$ cat src/hw/rtl/b38_pkg.sv
`default_nettype none
// ----------------------------------------------------------------------------
// b38_pkg: shared types and constants for the base-38 byte encoder
// Holds the group descriptor passed from the packer to the digit unit, the
// reciprocal used for the divide by 38, and the character alphabet.
// ----------------------------------------------------------------------------
package b38_pkg;

    localparam int BYTE_W      = 8;
    localparam int VALUE_W     = 24;
    localparam int PEND_W      = 16;
    localparam int NCHARS_W    = 3;
    localparam int DIGIT_W     = 6;

    // floor(v / 38) == (v * RECIP) >> RECIP_SHIFT for every v below 2**24.
    localparam int RECIP_W     = 25;
    localparam int RECIP_SHIFT = 30;
    localparam int PROD_W      = VALUE_W + RECIP_W;
    localparam int QUOT_W      = PROD_W - RECIP_SHIFT;
    localparam logic [RECIP_W-1:0] RECIP = 25'd28256364;

    localparam logic [NCHARS_W-1:0] CHARS_FULL = 3'd5;
    localparam logic [NCHARS_W-1:0] CHARS_ONE  = 3'd2;
    localparam logic [NCHARS_W-1:0] CHARS_TWO  = 3'd4;

    typedef struct packed {
        logic [VALUE_W-1:0]  value;
        logic [NCHARS_W-1:0] nchars;
        logic                last;
    } b38_job_t;

    function automatic logic [BYTE_W-1:0] b38_char(input logic [DIGIT_W-1:0] digit);
        logic [BYTE_W-1:0] c;
        begin
            unique case (digit)
                6'd0:  c = "0";
                6'd1:  c = "1";
                6'd2:  c = "2";
                6'd3:  c = "3";
                6'd4:  c = "4";
                6'd5:  c = "5";
                6'd6:  c = "6";
                6'd7:  c = "7";
                6'd8:  c = "8";
                6'd9:  c = "9";
                6'd10: c = "A";
                6'd11: c = "B";
                6'd12: c = "C";
                6'd13: c = "D";
                6'd14: c = "E";
                6'd15: c = "F";
                6'd16: c = "G";
                6'd17: c = "H";
                6'd18: c = "I";
                6'd19: c = "J";
                6'd20: c = "K";
                6'd21: c = "L";
                6'd22: c = "M";
                6'd23: c = "N";
                6'd24: c = "O";
                6'd25: c = "P";
                6'd26: c = "Q";
                6'd27: c = "R";
                6'd28: c = "S";
                6'd29: c = "T";
                6'd30: c = "U";
                6'd31: c = "V";
                6'd32: c = "W";
                6'd33: c = "X";
                6'd34: c = "Y";
                6'd35: c = "Z";
                6'd36: c = "-";
                6'd37: c = ".";
                default: c = "0";
            endcase
            return c;
        end
    endfunction

endpackage
`default_nettype wire

$ cat src/hw/rtl/b38_jobq.sv
`default_nettype none
// ----------------------------------------------------------------------------
// b38_jobq: two-entry group queue
// Decouples the byte packer from the digit unit so each can stall alone.
// ----------------------------------------------------------------------------
module b38_jobq
    import b38_pkg::*;
(
    input  logic     clk,
    input  logic     rst_n,
    input  logic     wr_en,
    input  b38_job_t wr_job,
    output logic     full,
    input  logic     rd_en,
    output logic     rd_valid,
    output b38_job_t rd_job
);

    b38_job_t   entry_reg [2];
    logic       wr_ptr_reg;
    logic       rd_ptr_reg;
    logic [1:0] count_reg;

    assign full     = count_reg[1];
    assign rd_valid = count_reg != 2'd0;
    assign rd_job   = entry_reg[rd_ptr_reg];

    always_ff @(posedge clk)
    begin
        if (wr_en)
        begin
            entry_reg[wr_ptr_reg] <= wr_job;
        end
    end

    always_ff @(posedge clk or negedge rst_n)
    begin
        if (!rst_n)
        begin
            wr_ptr_reg <= 1'b0;
            rd_ptr_reg <= 1'b0;
            count_reg  <= 2'd0;
        end
        else
        begin
            if (wr_en)
            begin
                wr_ptr_reg <= !wr_ptr_reg;
            end
            if (rd_en)
            begin
                rd_ptr_reg <= !rd_ptr_reg;
            end
            unique case ({wr_en, rd_en})
                2'b10:   count_reg <= count_reg + 2'd1;
                2'b01:   count_reg <= count_reg - 2'd1;
                default: count_reg <= count_reg;
            endcase
        end
    end

endmodule
`default_nettype wire

$ cat config.mk
export PLATFORM = sky130hd
export DESIGN_NAME = b38_jobq
export DESIGN_NICKNAME = d
export VERILOG_FILES = /design/src/hw/rtl/b38_pkg.sv /design/src/hw/rtl/b38_jobq.sv
export SDC_FILE = /design/constraint.sdc
export NUM_CORES = 1
export LEC_CHECK = 0
export ABC_AREA = 1
export BUFFER_PORTS_ARGS = -buffer_cell sky130_fd_sc_hd__buf_2
export CORE_UTILIZATION = 55
export CTS_CLUSTER_DIAMETER = 200
export DETAILED_ROUTE_END_ITERATION = 6
export PLACE_DENSITY = 0.81
export SLEW_MARGIN = 20
export SYNTH_ARGS = -nofsm -noshare
export SYNTH_HDL_FRONTEND = slang
export SYNTH_SLANG_ARGS = --single-unit
$ cat constraint.sdc
create_clock -name clk -period 3.6 [get_ports clk]
set_input_delay 0.72 -clock clk [delete_from_list [all_inputs] [get_ports clk]]
set_output_delay 0.72 -clock clk [all_outputs]
set_load 0.005 [all_outputs]
==> summary.txt <==
RSZ-0062 raised after global routing: false
post-cts resize count: 0
setup tns final: 0 ps
cts-stage hold buffer count: 0
Worst Max-Slew Pin Slew: 991 ps
first-pass GRT wire length: 5.69 mm
switch share: 30.2%
die width: 66.8 um
Clock Skews: 5.98 ps
Die Y-Extent: 66.8 um
gpl congestion: 0.760
R2R Setup Slk: 1790 ps
HP Class: primary input to asynchronous set/reset pin
largest net degree at the start of global routing: 38
dpl ws: 1420 ps
Max Fclk: 395 MHz
antenna violation net count after detailed routing: 0
WHS: 196 ps
fin crit period: 2530 ps
arrival time at the worst endpoint: 1810 ps
total CTS buffers: 9
gr usage total: 19.0%
mux cell area share after synthesis: 0%
highest-delay cell along the critical path: dfrtp_1
post-detail-place hpwl: 2.43 mm
IO buf count: 61
drc violations: 0
Syn Nets: 202
Initial DRC Count: 28
Seq cells post-synth: 60
via count: 1352
vias in the first global route: 1328
Routed WL: 3.59 mm
clk_lat worst skew: 320 ps
Synth Instances: 169
startpoint types: flip-flop
fill count: 300
number of top-level pins: 62
worst setup margin: 1070 ps
synth unique cells: 17
worst reg2reg startpoint: wr_ptr_reg
Clock transition at path regs: 60 ps
layout cell share with drive strength beyond 1: 32.4%
initial antenna violation count: 0
final non-filler cell area: 2770 sq um
CTS tree: done
Combinational Power Share: 25.9%
Layout Nets: 270
Synth Area in XOR/XNOR: 1.14%
Reg power frac: 50.6%
largest family of logic cells by synthesized area: buffers and inverters
Setup violations, final: 0
Area Overhead vs Synth: 20.2%
maximum VDD drop: 0.000500 V
Crit Path Class: flip-flop to output port
via-per-instance ratio: 4.65
P_leak: 0.00122 uW
worst reg2reg path depth: 2
power per cell area: 717 nW/um^2
Synth Area in Adders: 0.542%
worst-path fanout max: 37
1st-pass router iterations: 4
Area after DPL: 2620 sq um
initial core utilization: 57.7%
max FFs per register: 56
Setup crit end kind: output port
Slew headroom: 33.5%
Synth Area in Compound Gates: 6.40%
worst-path cell chain: buf_4, nand2_1, o21ai_0, buf_2
cell area after synthesis: 2310 sq um
max incr delay on CP: 730 ps
sequential fraction of the synthesis area: 77.2%
Clock power frac: 23.5%
simple-gate share of the synthesized area: 6.18%
Critical Path RT: 2880 ps
diodes inserted: 0
number of hold violations in the final report: 0
Synthesis Warnings: 0
period utilization: 70.3%
CTS Sinks: 60
reg-to-reg endpoint: entry_reg[1][8]
postcts setup bufs: 0
Pwr Total: 1990 uW
# rows: 23
P_int: 1390 uW
Max Slew Vio Count: 0
post-DR wirelength/cell: 12.3 um
clock tree buffer depth: 2
P_sw: 600 uW
die area: 4460 sq um
syn avg cell area: 13.7 sq um
status: completed
H-tree levels: 3
clock root buffer: clkbuf_8
Core Region: 4000 sq um
total grt overflow: 0
Max Cap Violations: 0
## how the worst max path moves through the flow
stage | start | to
detailed placement | rd_ptr_reg | rd_job[15]
CTS | rd_ptr_reg | rd_job[15]
global route | rd_ptr_reg | rd_job[15]
global placement | rd_ptr_reg | rd_job[15]
floorplan | wr_en | entry_reg[0][0]
finish | rd_ptr_reg | rd_job[15]
## area by class of cell
type	count	area [sq um]	area share, %
Clock inverter	3	15.0	0.541
Tap cell	50	62.6	2.26
Clock buffer	12	135	4.87
Multi-Input combinational cell	69	332	12.0
Sequential cell	60	1780	64.2
Inverter	34	128	4.60
Timing Repair Buffer	63	320	11.5
## logic make-up after synthesis
family,Yosys count
AO/OA/AOI/OAI,28
XOR/XNOR,3
adder cells (fa/ha/maj),1
buffers and inverters,40
flip-flops,60
AND/OR/NAND/NOR,37
## critical path: cells and delay by family, from the launching register on
family / cells / cell delay (ps)
AOI/OAI and AO/OA: 1 / 110
DFF: 1 / 730
buffers and inverters: 2 / 560
and+or+nand+nor: 1 / 90
## cells in the mapped netlist, drive strengths merged
library cell,n,area (sq um)
buf,4,61.3
clkbuf,2,7.51
dfrtp,4,100
edfxtp,56,1680
ha,1,12.5
inv,34,128
nand2,34,128
nand3,1,5.00
nand4,1,6.26
nor2,1,3.75
o21ai,28,148
xnor2,1,8.76
xor2,2,17.5
## stage by stage
stage | instances | util (%)
after floorplan | 169 | -
after global placement | 276 | 65.6
after detailed placement | 276 | 65.6
after CTS | 291 | 69.3
after global routing | 291 | 69.3
final | 291 | 69.3
## cell usage in the layout (no fill, tap or decap), drive strengths merged, types with 2 or more instances in the layout
cell type	n
xor2	2
inv	33
dfrtp	4
nand2	34
clkbuf	12
buf	63
o21ai	28
edfxtp	56
clkinv	4
## metal layers
metal / vias up / wire length, um / track usage (%)
met1: 596 / 1500 / 21.1
met4: 0 / 81 / 14.6
li1: 699 / - / -
met3: 9 / 212 / 6.16
met5: - / 0 / 0
met2: 48 / 1800 / 30.1
## power by group through the flow
stage / clock, uW / combinational [uW] / sequential (uW)
global placement: 0 / 510 / 1010
detailed placement: 0 / 524 / 1020
global route: 508 / 584 / 1030
floorplan: 0 / 370 / 984
CTS: 480 / 527 / 1010
finish: 467 / 516 / 1010
Note: power is estimated with default switching activity, not from simulation.
