## config.mk

```make
export PLATFORM = sky130hd
export DESIGN_NAME = b38_front
export DESIGN_NICKNAME = d
export VERILOG_FILES = /design/src/hw/rtl/b38_pkg.sv /design/src/hw/rtl/b38_front.sv
export SDC_FILE = /design/constraint.sdc
export NUM_CORES = 1
export LEC_CHECK = 0
export ABC_CLOCK_PERIOD_IN_PS = 1450
export BUFFER_PORTS_ARGS = -buffer_cell sky130_fd_sc_hd__buf_2
export CAP_MARGIN = 20
export CELL_PAD_IN_SITES_DETAIL_PLACEMENT = 0
export CELL_PAD_IN_SITES_GLOBAL_PLACEMENT = 2
export CORE_ASPECT_RATIO = 0.8
export CORE_MARGIN = 2
export CORE_UTILIZATION = 25
export DETAILED_ROUTE_END_ITERATION = 7
export GPL_TIMING_DRIVEN = 0
export MAX_ROUTING_LAYER = met4
export PLACE_DENSITY = 0.85
export SLEW_MARGIN = 25
export SYNTH_ARGS = -nofsm -noshare
export SYNTH_HDL_FRONTEND = slang
export SYNTH_SLANG_ARGS = --single-unit
```

## constraint.sdc

```tcl
create_clock -name clk -period 1.45 [get_ports clk]
set_input_delay 0 -clock clk [delete_from_list [all_inputs] [get_ports clk]]
set_output_delay 0 -clock clk [all_outputs]
set_load 0.005 [all_outputs]
```

## src/hw/rtl/b38_pkg.sv

```systemverilog
`default_nettype none
// ----------------------------------------------------------------------------
// b38_pkg: shared types and constants for the base-38 byte encoder
// Holds the group descriptor passed from the packer to the digit unit, the
// reciprocal used for the divide by 38, and the character alphabet.
// ----------------------------------------------------------------------------
package b38_pkg;

    localparam int BYTE_W      = 8;
    localparam int VALUE_W     = 24;
    localparam int PEND_W      = 16;
    localparam int NCHARS_W    = 3;
    localparam int DIGIT_W     = 6;

    // floor(v / 38) == (v * RECIP) >> RECIP_SHIFT for every v below 2**24.
    localparam int RECIP_W     = 25;
    localparam int RECIP_SHIFT = 30;
    localparam int PROD_W      = VALUE_W + RECIP_W;
    localparam int QUOT_W      = PROD_W - RECIP_SHIFT;
    localparam logic [RECIP_W-1:0] RECIP = 25'd28256364;

    localparam logic [NCHARS_W-1:0] CHARS_FULL = 3'd5;
    localparam logic [NCHARS_W-1:0] CHARS_ONE  = 3'd2;
    localparam logic [NCHARS_W-1:0] CHARS_TWO  = 3'd4;

    typedef struct packed {
        logic [VALUE_W-1:0]  value;
        logic [NCHARS_W-1:0] nchars;
        logic                last;
    } b38_job_t;

    function automatic logic [BYTE_W-1:0] b38_char(input logic [DIGIT_W-1:0] digit);
        logic [BYTE_W-1:0] c;
        begin
            unique case (digit)
                6'd0:  c = "0";
                6'd1:  c = "1";
                6'd2:  c = "2";
                6'd3:  c = "3";
                6'd4:  c = "4";
                6'd5:  c = "5";
                6'd6:  c = "6";
                6'd7:  c = "7";
                6'd8:  c = "8";
                6'd9:  c = "9";
                6'd10: c = "A";
                6'd11: c = "B";
                6'd12: c = "C";
                6'd13: c = "D";
                6'd14: c = "E";
                6'd15: c = "F";
                6'd16: c = "G";
                6'd17: c = "H";
                6'd18: c = "I";
                6'd19: c = "J";
                6'd20: c = "K";
                6'd21: c = "L";
                6'd22: c = "M";
                6'd23: c = "N";
                6'd24: c = "O";
                6'd25: c = "P";
                6'd26: c = "Q";
                6'd27: c = "R";
                6'd28: c = "S";
                6'd29: c = "T";
                6'd30: c = "U";
                6'd31: c = "V";
                6'd32: c = "W";
                6'd33: c = "X";
                6'd34: c = "Y";
                6'd35: c = "Z";
                6'd36: c = "-";
                6'd37: c = ".";
                default: c = "0";
            endcase
            return c;
        end
    endfunction

endpackage
`default_nettype wire

```

## src/hw/rtl/b38_front.sv

```systemverilog
`default_nettype none
// ----------------------------------------------------------------------------
// b38_front: byte packer
// Collects bytes little-endian into groups of three and hands a descriptor
// of each complete or flushed group to the job queue.
// ----------------------------------------------------------------------------
module b38_front
    import b38_pkg::*;
(
    input  logic              clk,
    input  logic              rst_n,
    input  logic              push,
    input  logic [BYTE_W-1:0] data_byte,
    input  logic              last_byte,
    input  logic              q_full,
    output logic              push_job,
    output b38_job_t          job
);

    logic [PEND_W-1:0]  pending_bytes_reg;
    logic [1:0]         pending_count_reg;
    logic [VALUE_W-1:0] packed_value;
    logic               accept;
    logic               completes;

    assign accept = push && !q_full;

    always_comb
    begin
        unique case (pending_count_reg)
            2'd0:    packed_value = {16'b0, data_byte};
            2'd1:    packed_value = {8'b0, data_byte, 8'b0} | {8'b0, pending_bytes_reg};
            default: packed_value = {data_byte, pending_bytes_reg};
        endcase
    end

    // A count of three never occurs; it is handled as two held bytes.
    assign completes = pending_count_reg[1];
    assign push_job  = accept && (completes || last_byte);

    always_comb
    begin
        job.value = packed_value;
        job.last  = last_byte;
        priority if (completes)
            job.nchars = CHARS_FULL;
        else if (pending_count_reg == 2'd0)
            job.nchars = CHARS_ONE;
        else
            job.nchars = CHARS_TWO;
    end

    always_ff @(posedge clk or negedge rst_n)
    begin
        if (!rst_n)
        begin
            pending_bytes_reg <= '0;
            pending_count_reg <= '0;
        end
        else if (accept)
        begin
            if (push_job)
            begin
                pending_bytes_reg <= '0;
                pending_count_reg <= '0;
            end
            else
            begin
                pending_bytes_reg <= packed_value[PEND_W-1:0];
                pending_count_reg <= pending_count_reg + 2'd1;
            end
        end
    end

endmodule
`default_nettype wire

```

==> run summary <==
After filler insertion, the fill cell instance count of the layout stands at 430. After detailed routing, the average wire length per cell comes to 13.7 um. Relative to the synthesized area, the layout overhead comes to 45.4%.

The switching part of the total power is 0.357. The slowest library cell on the worst path was sky130_fd_sc_hd__dfrtp_1. For the internal power, the log shows 0.00154 W. For the worst-skew pair, the clock arrives at the later sink with an insertion delay of 0.25 ns.

Part of the Yosys area used for sequential elements: 0.417. Along the worst path, the maximum fanout reaches 10. The run gives 0 as the final hold violation count. The run gives 21 as the placement row count. Registers take 450 um2.

The global-route wire length before repair was 4.82 mm. TritonCTS built the clock tree. Combined area of all synthesized cells: 0.00108 mm2.

For the number of buffers between clock root and the deepest sink, the log shows 2. Sorting the synthesized cells by how often they occur yields sky130_fd_sc_hd__dfrtp_1, sky130_fd_sc_hd__nor2_1, sky130_fd_sc_hd__a22o_1. The clock network fraction of total power came out at 0.167. For this design the top-level I/O count stands at 42.

Yosys printed 0 warnings. When the netlist entered floorplanning its net count stood at 127. The number of max-slew violations in the final report was 0.

The flip-flop count of the largest register after layout works out to 16. The detailed-route via count was 1,054; the portion of synthesized cell area occupied by the leading cell type was 0.417. By area the synthesized netlist is led by sky130_fd_sc_hd__dfrtp_1, sky130_fd_sc_hd__a22o_1, sky130_fd_sc_hd__nor2_1. STA classifies the critical path startpoint as a flip-flop.

The worst path required time is 1.45 ns. Entering global routing, the biggest net connects 19 pins. For this design the static power due to leakage is 0.775 nW. The tools report the initial standard-cell utilization of the core as 0.259. Wires add up to 3.08 mm.

The number of buffers and inverters on the critical path is 3. The run gives 0.376 as the post-route core utilization. In this run, synthesis produced a sequential element count of 18. Of all cell types, the one taking the most synthesized area is sky130_fd_sc_hd__dfrtp_1.

Before CTS, the worst setup slack after placement is -0.125 ns. The shortest period the worst path allows was 1.52 ns. Global routing finished with a remaining overflow of 0. The met3 capacity usage during global routing was 0.0188; the die span in y was 62.8 um. The flow ran to the end, but the final reports show violations. The number of buffers added on ports was 41; the chip width was 77.5 um. The tools report the initial antenna violation count as 0. The critical path goes through inv_2 -> ha_2 -> nand2b_4 -> buf_8 -> a22o_1 -> buf_2. Dividing the synthesized area by the synthesized cell count gives 9.74 um2. For the final instance count without filler cells, the log shows 224. Cell family contributing the most delay on the critical path: flip-flops. In this run, the number of DRC markers left after iteration 0 of detailed routing was 21. After the last flow step, the layout net total stands at 184. The number of antenna cells inserted is 0. In this design, the stage delay of the slowest critical-path cell is 0.36 ns. The maximum clock frequency came out at 0.660 GHz. STA classifies the critical path endpoint as an output pin.

The final worst setup slack came out at -0.0654 ns. The routability congestion estimate from global placement was 0.796; the clock edge transition at the registers on the reported setup and hold paths was 0.07 ns. The multi-input combinational cells in the finished layout cover a total of 603 um2. The most used routing layer is met2. VDD sags by at most 0.000388 V.

For the sequential cell fraction of total power, the log shows 0.293. The logs give 111 for the number of instances in the synthesized netlist and 0.712 for the relative max-transition margin. The routing usage on met1 was 0.157. The run gives 0 as the max capacitance violation total. For the pin with the worst max-slew slack, the measured transition is 0.431 ns. Summed over all nets, the half-perimeter wirelength after detailed placement is 2.29 mm. TritonCTS created 3 clock buffers. The net switching component of the power came out at 0.000856 W. Once placement completed, the tool counted placed cells totaling 209. Number of global-route vias before repair: 1,028. The number of different library cells in the post-synthesis netlist was 21.

Critical path class: flip-flop to output pin. Overall power after layout: 0.00240 W. Setup skew after layout: 0.00348 ns. Setup repair after global routing could not meet its margin everywhere. Maximum level of the CTS H-tree: 1. The die area was 0.00487 mm2; the core area was 0.00418 mm2.

The share of async-settable or async-resettable flops after synthesis is 1.00, and the share of the clock period used by the worst path is 1.05. Per-cell via count in the routed design: 4.71. Post-route setup TNS: -0.840 ns. The first detailed-routing pass took 4 iterations. The final reports fail on negative setup slack. The logs give 0.128 for the global-route usage over all layers and 27 for the number of endpoints failing setup at the final stage. The tools report the global-route track usage on met2 as 0.216.

For this run, the leading register cell type out of synthesis is sky130_fd_sc_hd__dfrtp_1. For this design the ratio of total power to cell area is 1520 mW/mm2. The data arrival time of the critical path was 1.52 ns. The proportion of layout cells with a drive suffix above 1 was 0.515; the number of enable-type register cells in the synthesized netlist was 0. The tree built by TritonCTS fans out to 18 sinks. The kind of path behind the tightest hold check was primary input to flip-flop. The logic gate share of total power came out at 0.540. Clock tree synthesis selected as its root buffer the cell sky130_fd_sc_hd__clkbuf_8. In the routed design, unresolved DRC markers number 0.

In this run the remaining antenna-violating nets after routing total 0.
-- power by group through the flow --
stage | registers (W) | logic, W | clock network (W)
floorplan | 0.000684 | 0.000679 | 0
global placement | 0.000697 | 0.00102 | 0
detailed placement | 0.000704 | 0.00105 | 0
CTS | 0.000696 | 0.00121 | 0.000415
global route | 0.000713 | 0.00142 | 0.000450
finish | 0.000702 | 0.00129 | 0.000401
-- cells by family after synthesis --
family          synth area share
compound gates             0.272
fa+ha+maj                 0.0347
buf+inv                   0.0833
flops                      0.417
simple gates               0.193
-- placed cells by master (no fill, tap or decap) --
master                          count
sky130_fd_sc_hd__buf_2             44
sky130_fd_sc_hd__dfrtp_1           18
sky130_fd_sc_hd__buf_4             16
sky130_fd_sc_hd__a22o_1            16
sky130_fd_sc_hd__nor2_1            15
sky130_fd_sc_hd__and2_1             8
sky130_fd_sc_hd__nor3_1             8
sky130_fd_sc_hd__a221oi_2           6
sky130_fd_sc_hd__a21oi_1            4
sky130_fd_sc_hd__a21oi_2            4
sky130_fd_sc_hd__clkbuf_8           4
sky130_fd_sc_hd__nor2_2             3
sky130_fd_sc_hd__inv_2              2
sky130_fd_sc_hd__buf_8              2
sky130_fd_sc_hd__a221oi_1           2
sky130_fd_sc_hd__nand3_1            2
sky130_fd_sc_hd__o21ai_0            2
sky130_fd_sc_hd__inv_1              1
sky130_fd_sc_hd__nand2b_4           1
sky130_fd_sc_hd__nor2_4             1
sky130_fd_sc_hd__nand2b_1           1
sky130_fd_sc_hd__nor2b_1            1
sky130_fd_sc_hd__a21oi_4            1
sky130_fd_sc_hd__and3b_1            1
sky130_fd_sc_hd__ha_4               1
sky130_fd_sc_hd__ha_1               1
sky130_fd_sc_hd__ha_2               1
sky130_fd_sc_hd__dlygate4sd3_1      1
-- metrics by stage --
| step | hold WS (ns) | instance area (um2) |
|---|---|---|
| after floorplan | -0.296 | 1090 |
| after global placement | -0.0519 | 1370 |
| after detailed placement | -0.0477 | 1370 |
| after CTS | 0.0545 | 1520 |
| after global routing | 0.0898 | 1570 |
| final | 0.0660 | 1570 |
-- timing repair --
| item | in CTS | in global routing |
|---|---|---|
| setup endpoints to repair | 41 | 37 |
| hold buffers | 1 | 0 |
| endpoints found under the hold margin | 18 | 0 |
| pin swaps | 2 | 10 |
| resized for setup | 13 | 5 |
| setup buffers | 8 | 4 |
-- worst register-to-register path: cells and delay by family (launching register included) --
family	cells	cell delay [ns]
adders and majority gates	1	0.18
AOI/OAI and AO/OA	1	0.23
and+or+nand+nor	2	0.25
buffers and inverters	3	0.34
DFF	1	0.36
-- final cells by class --
cell class                 count  share of cell area
multi-input combinational     79               0.384
buffer                         9              0.0478
inverter                       3             0.00717
sequential                    18               0.287
clock buffer                   4              0.0350
timing repair buffer          54               0.194
tap                           57              0.0454
-- routing by layer --
| metal | wire length [um] | share of wire |
|---|---|---|
| met1 | 1390 | 0.45 |
| met2 | 1500 | 0.49 |
| met3 | 125 | 0.041 |
| met4 | 69 | 0.022 |
| met5 | 0 | 0 |
-- path summary, 6_finish.rpt --
kind | cells after the start | slack (ns) | end | from
max in group asynchronous | 2 | 0.96 | pending_bytes_reg[14] | rst_n
min reg2reg | 2 | 0.51 | pending_bytes_reg[9] | pending_bytes_reg[9]
min in group asynchronous | 2 | 0.20 | pending_count_reg[1] | rst_n
max | 6 | -0.07 | job[11] | pending_count_reg[1]
max reg2reg | 7 | -0.03 | pending_bytes_reg[9] | pending_count_reg[1]
min | 4 | 0.07 | pending_bytes_reg[6] | q_full
Note: power is estimated with default switching activity, not from simulation.
